**config.mk**
```make
export PLATFORM = sky130hd
export DESIGN_NAME = swf_front_flat
export DESIGN_NICKNAME = d
export VERILOG_FILES = /design/src/rtl/swf_pkg.sv /design/src/rtl/swf_in_if.sv /design/src/rtl/swf_front.sv /design/src/flat_wrapper.sv
export SDC_FILE = /design/constraint.sdc
export NUM_CORES = 1
export LEC_CHECK = 0
export BUFFER_PORTS_ARGS = -buffer_cell sky130_fd_sc_hd__buf_2
export CORE_ASPECT_RATIO = 0.9
export CORE_MARGIN = 2
export CORE_UTILIZATION = 50
export CTS_BUF_LIST = sky130_fd_sc_hd__clkbuf_2 sky130_fd_sc_hd__clkbuf_4 sky130_fd_sc_hd__clkbuf_8
export CTS_CLUSTER_SIZE = 10
export DETAILED_ROUTE_END_ITERATION = 6
export PLACE_DENSITY_LB_ADDON = 0.08
export SYNTH_ARGS = -nofsm -noshare
export SYNTH_HDL_FRONTEND = slang
export SYNTH_SLANG_ARGS = --single-unit
```
**constraint.sdc**
```tcl
create_clock -name clk -period 3.8 [get_ports clk]
set_clock_uncertainty 0.05 [all_clocks]
set_input_delay 0.76 -clock clk [delete_from_list [all_inputs] [get_ports clk]]
set_output_delay 0.76 -clock clk [all_outputs]
set_load 0.01 [all_outputs]
```
**src/rtl/swf_pkg.sv**
```systemverilog
// ----------------------------------------------------------------------------
// SIREN waveshaper package
// Shared sizes, types, table codes and the quarter-wave sine table.
// ----------------------------------------------------------------------------
package swf_pkg;

  // Network sizes. The sine table depth is a power of two.
  localparam int HIDDEN_UNITS     = 64;
  localparam int SINE_TABLE_DEPTH = 1024;
  localparam int WEIGHT_BITS      = 18;

  // Derived widths.
  localparam int HU_W    = $clog2(HIDDEN_UNITS);
  localparam int MAT_N   = HIDDEN_UNITS * HIDDEN_UNITS;
  localparam int MAT_W   = $clog2(MAT_N);
  localparam int DEPTH_W = $clog2(SINE_TABLE_DEPTH);
  localparam int IDX_W   = DEPTH_W + 2;
  localparam int PHASE_W = 36;
  localparam int ACT_W   = 18;
  localparam int SAMPLE_W = 24;
  localparam int SCALE_W  = 24;
  localparam int IN_W_W   = 18;
  localparam int INDEX_W  = 12;
  localparam int ACC_W    = WEIGHT_BITS + ACT_W + 1 + HU_W;
  localparam int PRE_W    = ACC_W - 10;
  localparam int L1_PROD_W = WEIGHT_BITS + SAMPLE_W;
  localparam int MAC_PROD_W = WEIGHT_BITS + ACT_W;

  // Queue between the front and back parts.
  localparam int QUEUE_DEPTH = 2;
  localparam int QPTR_W = $clog2(QUEUE_DEPTH);
  localparam int QCNT_W = $clog2(QUEUE_DEPTH + 1);

  // Configuration port.
  localparam int CFG_ADDR_W = 4;
  localparam int CFG_DATA_W = 32;
  localparam logic [1:0] REG_FIRST  = 2'd0;
  localparam logic [1:0] REG_SECOND = 2'd1;
  localparam logic [1:0] REG_THIRD  = 2'd2;
  localparam logic signed [SCALE_W-1:0] SCALE_RESET = 24'sd312911;

  // Coefficient table codes.
  localparam logic [2:0] TBL_IN_W  = 3'd0;
  localparam logic [2:0] TBL_IN_B  = 3'd1;
  localparam logic [2:0] TBL_MID_W = 3'd2;
  localparam logic [2:0] TBL_MID_B = 3'd3;
  localparam logic [2:0] TBL_UP_W  = 3'd4;
  localparam logic [2:0] TBL_UP_B  = 3'd5;
  localparam logic [2:0] TBL_OUT_W = 3'd6;
  localparam logic [2:0] TBL_OUT_B = 3'd7;

  typedef logic signed [WEIGHT_BITS-1:0] weight_t;
  typedef logic signed [ACT_W-1:0]       act_t;
  typedef logic signed [PRE_W-1:0]       pre_t;
  typedef logic signed [ACC_W-1:0]       acc_t;
  typedef logic signed [SCALE_W-1:0]     scale_t;
  typedef logic signed [SAMPLE_W-1:0]    sample_t;

  typedef struct packed {
    scale_t first_scale;
    scale_t second_scale;
    scale_t third_scale;
  } cfg_t;

  // A classified input item as held in the queue.
  typedef struct packed {
    logic               is_write;
    logic               wr_ok;
    logic [2:0]         table_select;
    logic [INDEX_W-1:0] entry_index;
    weight_t            weight;
    sample_t            sample;
    logic               last;
  } item_t;

  // Quarter-wave sine table, Q1.16, built at elaboration.
  typedef logic [16:0] quarter_t [0:SINE_TABLE_DEPTH];

  localparam longint HALF_PI_Q30 = 64'sd1686629713;
  localparam longint Divs [1:12] = '{6, 20, 42, 72, 110, 156, 210, 272, 342, 420, 506, 600};

  function automatic quarter_t build_quarter();
    quarter_t q;
    longint   a;
    longint   a2;
    longint   term;
    longint   sum;
    longint   r;
    for (int i = 0; i <= SINE_TABLE_DEPTH; i++) begin
      a    = HALF_PI_Q30 * longint'(i) / SINE_TABLE_DEPTH;
      a2   = (a * a) >>> 30;
      term = a;
      sum  = a;
      // Taylor series of the sine, twelve terms past the first.
      for (int n = 1; n <= 12; n++) begin
        term = -(term * a2 / 64'sd1073741824);
        term = term / Divs[n];
        sum  = sum + term;
      end
      if (sum < 0) sum = 0;
      r = (sum + 8192) >>> 14;
      if (r > 65536) r = 65536;
      q[i] = 17'(r);
    end
    return q;
  endfunction

  localparam quarter_t QUARTER = build_quarter();

endpackage

```
**src/rtl/swf_in_if.sv**
```systemverilog
// ----------------------------------------------------------------------------
// SIREN waveshaper input channel
// Valid/ready channel carrying one sample or one coefficient write.
// ----------------------------------------------------------------------------
interface swf_in_if import swf_pkg::*; ();
  logic               valid;
  logic               ready;
  logic               kind;
  logic [2:0]         table_select;
  logic [INDEX_W-1:0] entry_index;
  logic signed [IN_W_W-1:0] weight_value;
  sample_t            sample_in;
  logic               last_in;

  modport source (output valid, kind, table_select, entry_index, weight_value,
                  sample_in, last_in, input ready);
  modport sink (input valid, kind, table_select, entry_index, weight_value,
                sample_in, last_in, output ready);
endinterface

```
**src/rtl/swf_front.sv**
```systemverilog
// ----------------------------------------------------------------------------
// SIREN waveshaper front part
// Accepts input items, checks write ranges and queues them for the back part.
// ----------------------------------------------------------------------------
module swf_front import swf_pkg::*; (
  input  logic   clk,
  input  logic   rst,
  swf_in_if.sink in_ch,
  output item_t  item,
  output logic   item_valid,
  input  logic   item_pop
);

  item_t              slots [QUEUE_DEPTH];
  logic [QPTR_W-1:0]  wr_ptr;
  logic [QPTR_W-1:0]  rd_ptr;
  logic [QCNT_W-1:0]  count;
  item_t              incoming;
  logic               push;

  // Classify the incoming item and check the write index against its table.
  always_comb begin
    incoming.is_write     = in_ch.kind;
    incoming.table_select = in_ch.table_select;
    incoming.entry_index  = in_ch.entry_index;
    incoming.weight       = weight_t'(in_ch.weight_value);
    incoming.sample       = in_ch.sample_in;
    incoming.last         = in_ch.last_in;
    case (in_ch.table_select)
      TBL_MID_W, TBL_UP_W: incoming.wr_ok = 32'(in_ch.entry_index) < MAT_N;
      TBL_OUT_B:           incoming.wr_ok = in_ch.entry_index == '0;
      default:             incoming.wr_ok = 32'(in_ch.entry_index) < HIDDEN_UNITS;
    endcase
  end

  assign in_ch.ready = count != QCNT_W'(QUEUE_DEPTH);
  assign push        = in_ch.valid && in_ch.ready;
  assign item_valid  = count != '0;
  assign item        = slots[rd_ptr];

  // Queue storage.
  always_ff @(posedge clk) begin
    if (push) slots[wr_ptr] <= incoming;
  end

  // Queue pointers and fill count.
  always_ff @(posedge clk) begin
    if (rst) begin
      wr_ptr <= '0;
      rd_ptr <= '0;
      count  <= '0;
    end else begin
      if (push) begin
        wr_ptr <= (wr_ptr == QPTR_W'(QUEUE_DEPTH - 1)) ? '0 : wr_ptr + 1'b1;
      end
      if (item_pop) begin
        rd_ptr <= (rd_ptr == QPTR_W'(QUEUE_DEPTH - 1)) ? '0 : rd_ptr + 1'b1;
      end
      if (push && !item_pop) count <= count + 1'b1;
      else if (!push && item_pop) count <= count - 1'b1;
    end
  end

endmodule

```
**src/flat_wrapper.sv**
```systemverilog
// flat-port wrapper written by rule: the top's interface ports become plain ports
module swf_front_flat import swf_pkg::*;
  (clk, rst, item, item_valid, item_pop, in_ch_valid, in_ch_kind, in_ch_table_select, in_ch_entry_index, in_ch_weight_value, in_ch_sample_in, in_ch_last_in, in_ch_ready);
  swf_in_if in_ch_i ();
  input  logic clk;
  input  logic rst;
  output item_t item;
  output logic item_valid;
  input  logic item_pop;
  input wire logic [$bits(in_ch_i.valid)-1:0] in_ch_valid;
  input wire logic [$bits(in_ch_i.kind)-1:0] in_ch_kind;
  input wire logic [$bits(in_ch_i.table_select)-1:0] in_ch_table_select;
  input wire logic [$bits(in_ch_i.entry_index)-1:0] in_ch_entry_index;
  input wire logic [$bits(in_ch_i.weight_value)-1:0] in_ch_weight_value;
  input wire logic [$bits(in_ch_i.sample_in)-1:0] in_ch_sample_in;
  input wire logic [$bits(in_ch_i.last_in)-1:0] in_ch_last_in;
  output wire logic [$bits(in_ch_i.ready)-1:0] in_ch_ready;
  assign in_ch_i.valid = in_ch_valid;
  assign in_ch_i.kind = in_ch_kind;
  assign in_ch_i.table_select = in_ch_table_select;
  assign in_ch_i.entry_index = in_ch_entry_index;
  assign in_ch_i.weight_value = in_ch_weight_value;
  assign in_ch_i.sample_in = in_ch_sample_in;
  assign in_ch_i.last_in = in_ch_last_in;
  assign in_ch_ready = in_ch_i.ready;
  swf_front u_core (.clk(clk), .rst(rst), .in_ch(in_ch_i), .item(item), .item_valid(item_valid), .item_pop(item_pop));
endmodule
```
Word level (Yosys, flattened, before mapping):

Memories as Yosys holds them, arrays and structs flattened. A register that Yosys moved wholly into a read port is not among the register bits.
Index checks and enable logic that the tools add are counted.

* flip-flop bits (word level): 4
* RAM bits: 120
* bits of input ports: 63
* output and inout bits: 62
* logic and storage cells: 31
* memories kept: 1

Memories
* u_core.slots: depth 2, width 60, rd ports 1, clocked after Yosys merged registers in 1, write ports 1, line swf_front.sv:14 `item_t slots [QUEUE_DEPTH];`

* add/subtract/negate cells: 4
* $lt $le $gt $ge: 1
* equal/unequal tests: 4
* muxes and demuxes: 9
* reduce and logical (&&, ||, !) cells: 9

Operators with widths (number)
* $logic_not 12->1: 1
* $lt 12x7->1 const B: 1
* $eq 3x3->1 const B: 2
* $mux 1: 6
* $mux 2: 2
* $reduce_bool 2->1: 2
* $eq 3x2->1 const B: 1
* $logic_and 1x1->1: 3
* $add 1x1->1 const B: 2
* $add 2x1->2 const B: 1
* $logic_not 1->1: 2
* $ne 2x2->1 const B: 1
* $pmux 1 s2: 1
* $reduce_or 2->1: 1
* $sub 2x1->2 const B: 1

Longest topological paths before layout:

Gate-level depths: netlist of the first run.

* word-level depth: 6
* depth in mapped cells: 6
* gate-level depth less buffers: 6

Least setup slack after synthesis of the first run:

Ideal clock, no wire load.

* path kind: input to register
* start: in in_ch_valid
* end: mem u_core.slots[1][0] (netlist name), enable pin
* library setup time: 0.424 ns
* arrival: 2.224 ns
* data required time: 3.326 ns
* path slack: 1.101 ns
* stages on the path: 1
* path buffers: 0
* cell sequence: and3_1

* longest elaborated chain between the ends: 3

RTL lines
* from (decl): line flat_wrapper.sv:10 `input wire logic [$bits(in_ch_i.valid)-1:0] in_ch_valid;`
* $logic_and 1x1->1: line swf_front.sv:37 `assign push = in_ch.valid && in_ch.ready;`
* $mux 1: line swf_front.sv:43 `if (push) slots[wr_ptr] <= incoming;`
* $mux 1 (implied by the code): line swf_front.sv:43
* to (decl): line swf_front.sv:14

No other way between the ends.

==> results of run 1 <==
power groups by stage:
stage	registers, W	clock network, W	logic (W)
after floorplan	0.00173	0	0.000274
after global placement	0.00174	0	0.000451
after detailed placement	0.00174	0	0.000456
after CTS	0.00171	0.00121	0.000459
after global routing	0.00172	0.00126	0.000489
final	0.00171	0.00118	0.000448
metrics by stage:
step                      cells  worst slack (ns)  total power (W)
after detailed placement    467              1.35          0.00220
final                       499             0.947          0.00334
after CTS                   499             0.882          0.00338
after floorplan             222              1.10          0.00200
after global placement      467              1.36          0.00219
after global routing        499             0.796          0.00347
worst reg2reg max path, cell delays in order (launching register included):
cell and delay (ns):
dfxtp_1 0.40, nand2b_4 0.17, nand3b_1 0.11, inv_2 0.60, buf_4 0.39
cells in the final DEF, fill, tap and decap left out, types with 2 or more instances in the layout:
master | Yosys | routed
buf_2 | 3 | 124
edfxtp_1 | 120 | 120
mux2_2 | 60 | 60
clkbuf_8 | 0 | 17
nor2_1 | 6 | 6
buf_4 | 4 | 6
clkinvlp_4 | 0 | 5
a21oi_1 | 4 | 4
dfxtp_1 | 5 | 4
clkinv_4 | 0 | 3
bufinv_16 | 0 | 3
nor4_1 | 2 | 2
xor2_1 | 2 | 2
clkbuf_4 | 0 | 2
path summary, 6_finish.rpt:
kind	slack, ns	endpoint	cells past startpoint
setup / recovery	0.95	item[51]	3
hold / removal	0.48	u_core.slots[1][33]	1
setup reg to reg	1.76	u_core.slots[0][37]	4
hold reg to reg	0.48	register	2
registers in the layout, indices dropped and copies added (netlist names), named ones only:
name	flops
u_core.wr_ptr	1
u_core.rd_ptr	1
u_core.count	2
u_core.slots	120
logic make-up after synthesis:
logic type	after synthesis
XOR/XNOR	3
buffers and inverters	9
AO/OA/AOI/OAI	7
adder cells (fa/ha/maj)	1
multiplexers	60
flip-flops	125
AND/OR/NAND/NOR	17
layout make-up:
cell class,instances,share of cell area
Timing Repair Buffer,130,0.115
Multi-Input combinational cell,88,0.147
Tap cell,122,0.0263
Inverter,2,0.00129
Clock buffer,19,0.0429
Clock inverter,13,0.0289
Sequential cell,125,0.639
layer usage:
layer,track usage,routed length (um),up-vias
met4,0.0756,77,0
met2,0.275,4080,77
li1,-,-,1160
met3,0.0567,469,6
met1,0.202,3410,1207
met5,0,0,-
==> impl_metrics.ini, run 1 <==
[grt]
antenna_found_initial = 0
first_global_vias = 2425
grt_max_degree = 36
grt_overflow = 0
grt_use_total = 0.167
grt_pass1_wl_um = 12200

[timing]
drv_slew = 0
worstMarginPinSlew_ns = 0.805
finalHoldViolCount = 0
max_freq_mhz = 350
finalSetupViolCount = 0
finalSetupTns_ns = 0
min_period_ns = 2.85
slew_headroom = 0.462
finalCritPeriodShare = 0.751
grt_setup_unrepaired = no
whs_ns = 0.479

[synthesis]
yosys_register_bits = 125
synth_edf_count = 120
synth_top_area_frac = 0.782
synthXorXnorAreaFrac = 0.00570
synth-compound-area-share = 0.00950
yosys_warnings = 0
ys_top_cells_by_count = 120 x edfxtp_1, 60 x mux2_2, 6 x nor2_1, 5 x dfxtp_1
ys_seq_area_frac = 0.803
muxShareOfSynthArea = 0.147
yosys.area_share.adder = 0.00271
synth_most_common_cell = edfxtp_1
avgSynthCellArea_sq_um = 20.8
syn-cell-area_sq_um = 4610
yosys_most_used_dff = edfxtp_1
synth_area_leaders = edfxtp_1 78%, mux2_2 15%, dfxtp_1 2.2%
netlist_instances = 222
synth_top_family_by_area = multiplexers
yosysUniqueCellTypes = 24
yosysTopAreaCell = edfxtp_1
yosys.area_share.simple = 0.0206
async_flop_share = 0
synth_nets = 286

[setup_path]
crit_required_ns = 2.99
crit_type = reg -> out
path_max_fanout = 22
cp.arrival_ns = 2.04
cp-start-kind = register
max_stage_delay_ns = 0.66
crit_slowest_cell = dfxtp_2
r2r-start = u_core.count[0]
crit_chain = buf_4 -> mux2_2 -> buf_2
cp_num_buf_inv = 2
end_kind = output pin
cp_top_family = flip-flops

[power]
p_int_w = 0.00254
seq_power_share = 0.512
p_clk_frac = 0.353
power_density_nw_per_um2 = 575
p_comb_frac = 0.134
p_leak_nw = 2.19
swShare = 0.238
switchingPower_w = 0.000796
max-vdd-ir-drop_uv = 314

[status]
status = complete, no violations

[cts]
cts_tree = done
ctsResizeCount = 0
clock_sinks = 125
cts_root_buf = clkbuf_8
insertion_delay_ns = 0.41
path_clk_slew_ns = 0.08
numCtsBuffers = 17
htree_levels = 4
cts_setup_buffers = 0
clk_path_buf_depth = 2
cts_hold_buf = 0

[hold_path]
min-delay-start = in_ch_weight_value[8]
hp-class = in -> reg

[detailed_routing]
via_per_inst = 4.91
drc = 0
drt_wl_total_um = 8040
first_pass_iters = 5
dr_total_vias = 2450
route.detailed.wl_per_inst_um = 16.1
ant_nets = 0
drt_iter0_markers = 82

[cells_and_area]
diodes = 0
final_layout_size_suffix_gt1_frac = 0.605
multi_input_comb_area_sq_um = 855
fill_cells = 665
areaGrowthSynthToFinish_pct = 25.9
layout.nets = 428
seq_area_sq_um = 3700
final_cell_area_sq_um = 5800
fin_util = 0.642

[floorplanning]
die_h_um = 95.1
core_area_sq_um = 9040
rows = 33
pin_count = 125
die_w_um = 105
initial_core_util = 0.510
dieArea_sq_um = 10000

[placed_design]
gp_congestion = 0.703
port_buffers = 124
placed_cell_area_sq_um = 5390
place_hpwl_um = 5300

[run]
drv_cap = 0
Power figures use the tool's default switching activity.
==> run 2, diff against run 1 <==
- ABC_AREA: default -> 1
- CORE_UTILIZATION: 50 -> 49
- clock period: 3.8 -> 2.5 ns (I/O delays scaled with it)
==> impl_metrics.ini, run 2 <==
[detailed_routing]
via_per_inst = 4.76
drc = 0
first_pass_iters = 4
ant_nets = 0
drt_wl_total_um = 8010
route.detailed.wl_per_inst_um = 15.4
drt_iter0_markers = 79
dr_total_vias = 2479

[setup_path]
ff2ff_path_depth = 5
r2r-start = u_core.count[0]
cp.arrival_ns = 1.77
crit_type = reg -> out
cp-start-kind = register
end_kind = output pin
path_max_fanout = 26
crit_required_ns = 1.95
r2r-end = u_core.slots[0][17]
rrSetupSlack_ns = 0.80

[synthesis]
syn-cell-area_sq_um = 4940
synth_most_common_cell = edfxtp_1
yosys_most_used_dff = edfxtp_1
synth_nets = 303
ys_top_cells_by_count = 120 x edfxtp_1, 60 x mux2_4, 15 x nor2_1, 11 x nand2_1, 9 x inv_1
ys_seq_area_frac = 0.750
yosysUniqueCellTypes = 14
synth_edf_count = 120
netlist_instances = 239
yosys_warnings = 0
synth_top_area_frac = 0.729
synth_area_leaders = edfxtp_1 73%, mux2_4 18%, buf_12 2.4%
yosysTopAreaCell = edfxtp_1
async_flop_share = 0
yosys_register_bits = 125
avgSynthCellArea_sq_um = 20.7

[power]
max-vdd-ir-drop_uv = 606
p_leak_nw = 2.46
switchingPower_w = 0.00118
swShare = 0.234
power_density_nw_per_um2 = 823
seq_power_share = 0.507
p_clk_frac = 0.352
finalPower_w = 0.00504
p_comb_frac = 0.141
p_int_w = 0.00386

[cells_and_area]
seq_area_sq_um = 3710
final_layout_size_suffix_gt1_frac = 0.567
mostFrequentLayoutCells = 124 x buf_2, 120 x edfxtp_1, 60 x mux2_4
fill_cells = 744
layout.nets = 446
fin_util = 0.628
areaGrowthSynthToFinish_pct = 23.9
largest_reg_flops = 120
multi_input_comb_area_sq_um = 1090
top_regs = u_core.slots x120, u_core.count x2
diodes = 0
regMostFlops = u_core.slots
mostFrequentLayoutCell = buf_2
stdcell_count = 521

[grt]
grt_util_met1 = 0.178
grt_overflow = 0
grt_use_total = 0.154
busiest_layer = met2
antenna_found_initial = 0
gr-usage-met2 = 0.252
grt_max_degree = 38
first_global_vias = 2474
grt_pass1_wl_um = 12100
use_met3 = 0.0609

[hold_path]
hp-class = in -> reg
min_to = u_core.slots[0][18]
min-delay-start = in_ch_sample_in[17]
hold_depth = 1

[timing]
drv_slew = 0
slew_headroom = 0.720
grt_setup_unrepaired = no
fin_ws_ns = 0.180
finalSetupViolCount = 0
max_freq_mhz = 431
finalHoldViolCount = 0
finalCritPeriodShare = 0.928
worstMarginPinSlew_ns = 0.418
min_period_ns = 2.32

[cts]
insertion_delay_ns = 0.41
cts_tree = done
numCtsBuffers = 17
cts_root_buf = clkbuf_8
cts_setup_buffers = 0
path_clk_slew_ns = 0.08
clk_path_buf_depth = 2
clock_sinks = 125
cts_hold_buf = 0
htree_levels = 4
ctsResizeCount = 0

[floorplanning]
dieArea_sq_um = 10900
die_w_um = 110
initial_core_util = 0.507
rows = 34
pin_count = 125
core_area_sq_um = 9740
die_h_um = 99.3

[placed_design]
pre_cts_slack_ns = 0.603
place_hpwl_um = 5420
port_buffers = 124
gp_congestion = 0.709
dpl.cell_count = 489

[run]
drv_cap = 0

[status]
status = complete, no violations
## run 2: cell types whose count changed in the layout (fill, tap and decap cells not counted), moves of 3 or more
cell     previous run  this run
inv_1               1         9
mux2_4              0        60
buf_4               6         3
mux2_2             60         0
buf_12              0         4
nor2_1              6        13
nand2_1             1        11
## run 2: area by class of cell
class                   count  area share
clock buffers              18      0.0395
clock inverters            14      0.0276
inverters                   9     0.00552
multi-input cells          98       0.178
flip-flops and latches    125       0.606
well taps                 126      0.0258
repair buffers            131       0.118
## run 2: worst max path at each step
stage | end | from
after floorplan | u_core.slots[0][0] | u_core.count[0]
after global placement | item[41] | register
after detailed placement | item[53] | register
after CTS | item[53] | register
after global routing | item[41] | register
final | item[41] | register
## run 2: layer usage
| metal | share of wire | up-vias |
|---|---|---|
| li1 | - | 1203 |
| met1 | 0.40 | 1190 |
| met2 | 0.51 | 80 |
| met3 | 0.078 | 6 |
| met4 | 0.011 | 0 |
| met5 | 0 | - |
## run 2: power groups by stage
| stage | Combinational (W) | Clock (W) | Sequential, W |
|---|---|---|---|
| final | 0.000709 | 0.00177 | 0.00255 |
| after global routing | 0.000773 | 0.00192 | 0.00257 |
| after CTS | 0.000723 | 0.00182 | 0.00256 |
| after detailed placement | 0.000720 | 0 | 0.00260 |
| after global placement | 0.000716 | 0 | 0.00259 |
| after floorplan | 0.000488 | 0 | 0.00258 |
## run 2: through the flow
stage / TNS (ns) / hold WS [ns] / area, sq um
2_1_floorplan: -19.49 / 0.430 / 4950
3_3_place_gp: 0 / 0.446 / 5710
3_5_place_dp: 0 / 0.452 / 5710
4_1_cts: 0 / 0.185 / 6120
5_1_grt: 0 / 0.178 / 6120
6_report: 0 / 0.216 / 6120
## run 2: kinds of logic (layout without fill, tap and decap cells)
kind of cell / count (synthesis) / after routing / share of synthesized area
buffers and inverters: 16 / 172 / 0.0334
muxes: 60 / 60 / 0.182
DFF: 125 / 125 / 0.750
AOI/OAI and AO/OA: 5 / 5 / 0.00506
and+or+nand+nor: 31 / 31 / 0.0253
adders and majority gates: 1 / 1 / 0.00253
xor gates and xnor gates: 1 / 1 / 0.00177
## run 2: critical path: stages, from the launching register on
cell	delay, ns
dfxtp_4	0.58
buf_12	0.27
mux2_4	0.33
buf_2	0.14
==> run 3, diff against run 2 <==
- PLACE_DENSITY: default -> 0.83
- PLACE_DENSITY_LB_ADDON: 0.08 -> default
==> impl_metrics.ini, run 3 (synthesis results as in run 2) <==
[floorplanning]
die_w_um = 110
initial_core_util = 0.507
dieArea_sq_um = 10900
rows = 34
die_h_um = 99.3
pin_count = 125
core_area_sq_um = 9740

[setup_path]
crit_type = reg -> out
cp.arrival_ns = 1.80
cp-start-kind = register
end_kind = output pin
path_max_fanout = 33
crit_required_ns = 1.95

[cts]
cts_root_buf = clkbuf_8
cts_setup_buffers = 0
cts_tree = done
ctsResizeCount = 0
insertion_delay_ns = 0.40
cts_hold_buf = 0
htree_levels = 4
clock_sinks = 125
path_clk_slew_ns = 0.07
numCtsBuffers = 17
clk_path_buf_depth = 2

[timing]
worstMarginPinSlew_ns = 0.355
drv_slew = 0
max_freq_mhz = 426
min_period_ns = 2.35
finalSetupTns_ns = 0
grt_setup_unrepaired = no
finalSetupViolCount = 0
slew_headroom = 0.763
fin_ws_ns = 0.155
finalCritPeriodShare = 0.938
finalHoldViolCount = 0

[power]
seq_power_share = 0.537
finalPower_w = 0.00475
max-vdd-ir-drop_uv = 456
p_int_w = 0.00363
power_density_nw_per_um2 = 790
switchingPower_w = 0.00112
p_leak_nw = 2.43
p_comb_frac = 0.147
swShare = 0.236
p_clk_frac = 0.316

[grt]
first_global_vias = 2503
grt_overflow = 0
grt_max_degree = 61
antenna_found_initial = 0
grt_pass1_wl_um = 12000
grt_use_total = 0.150

[hold_path]
hp-class = in -> reg

[cells_and_area]
diodes = 0
top_regs = u_core.slots x120, u_core.count x2
mostFrequentLayoutCells = 124 x buf_2, 120 x edfxtp_1, 60 x mux2_4
largest_reg_flops = 120
layout.nets = 443
regMostFlops = u_core.slots
fill_cells = 726
mostFrequentLayoutCell = buf_2
areaGrowthSynthToFinish_pct = 21.8
final_cell_area_sq_um = 6020
stdcell_count = 517
final_layout_size_suffix_gt1_frac = 0.565

[detailed_routing]
first_pass_iters = 5
ant_nets = 0
drt_iter0_markers = 154
drc = 0
via_per_inst = 4.88
route.detailed.wl_per_inst_um = 15.4
drt_wl_total_um = 7940
dr_total_vias = 2525

[run]
drv_cap = 0

[status]
status = complete, no violations

[placed_design]
pre_cts_slack_ns = 0.576
placed_cell_area_sq_um = 5670
port_buffers = 124
gp_congestion = 0.694
place_hpwl_um = 5190
dpl.cell_count = 486
-- run 3: power by group through the flow --
stage / Clock (W) / Combinational [W] / Sequential [W]
3_3_place_gp: 0 / 0.000695 / 0.00259
3_5_place_dp: 0 / 0.000707 / 0.00260
2_1_floorplan: 0 / 0.000488 / 0.00258
5_1_grt: 0.00165 / 0.000758 / 0.00257
4_1_cts: 0.00156 / 0.000710 / 0.00256
6_report: 0.00150 / 0.000697 / 0.00255
-- run 3: through the flow --
stage	utilization	hold slack [ns]
2_1_floorplan	-	0.430
3_3_place_gp	0.582	0.447
3_5_place_dp	0.582	0.459
4_1_cts	0.618	0.196
5_1_grt	0.618	0.193
6_report	0.618	0.220
-- run 3: worst paths after layout --
kind / start / endpoint / slack [ns] / cells after the start
setup / recovery: register / item[18] / 0.15 / 3
hold / removal: rst / register / 0.22 / 2
setup reg to reg: u_core.count[0] / u_core.count[1] / 0.92 / 10
hold reg to reg: u_core.rd_ptr / u_core.rd_ptr / 0.47 / 2
-- run 3: layout make-up --
type / count / area [sq um] / share of cell area
clock buffers: 18 / 241 / 0.0401
clock inverters: 13 / 103 / 0.0170
inverters: 9 / 33.8 / 0.00561
multi-input cells: 98 / 1090 / 0.181
flip-flops and latches: 125 / 3710 / 0.616
well taps: 126 / 158 / 0.0262
repair buffers: 128 / 688 / 0.114
-- run 3: critical path, cell delays in order (launching register included) --
cell,delay (ns)
dfxtp_4,0.56
buf_12,0.31
mux2_4,0.34
buf_2,0.14
-- run 3: per-layer routing --
layer | GRT usage | vias to the layer above | routed length (um)
li1 | - | 1192 | -
met1 | 0.168 | 1221 | 3140
met2 | 0.261 | 104 | 4150
met3 | 0.0616 | 8 | 588
met4 | 0.0467 | 0 | 61
met5 | 0 | - | 0
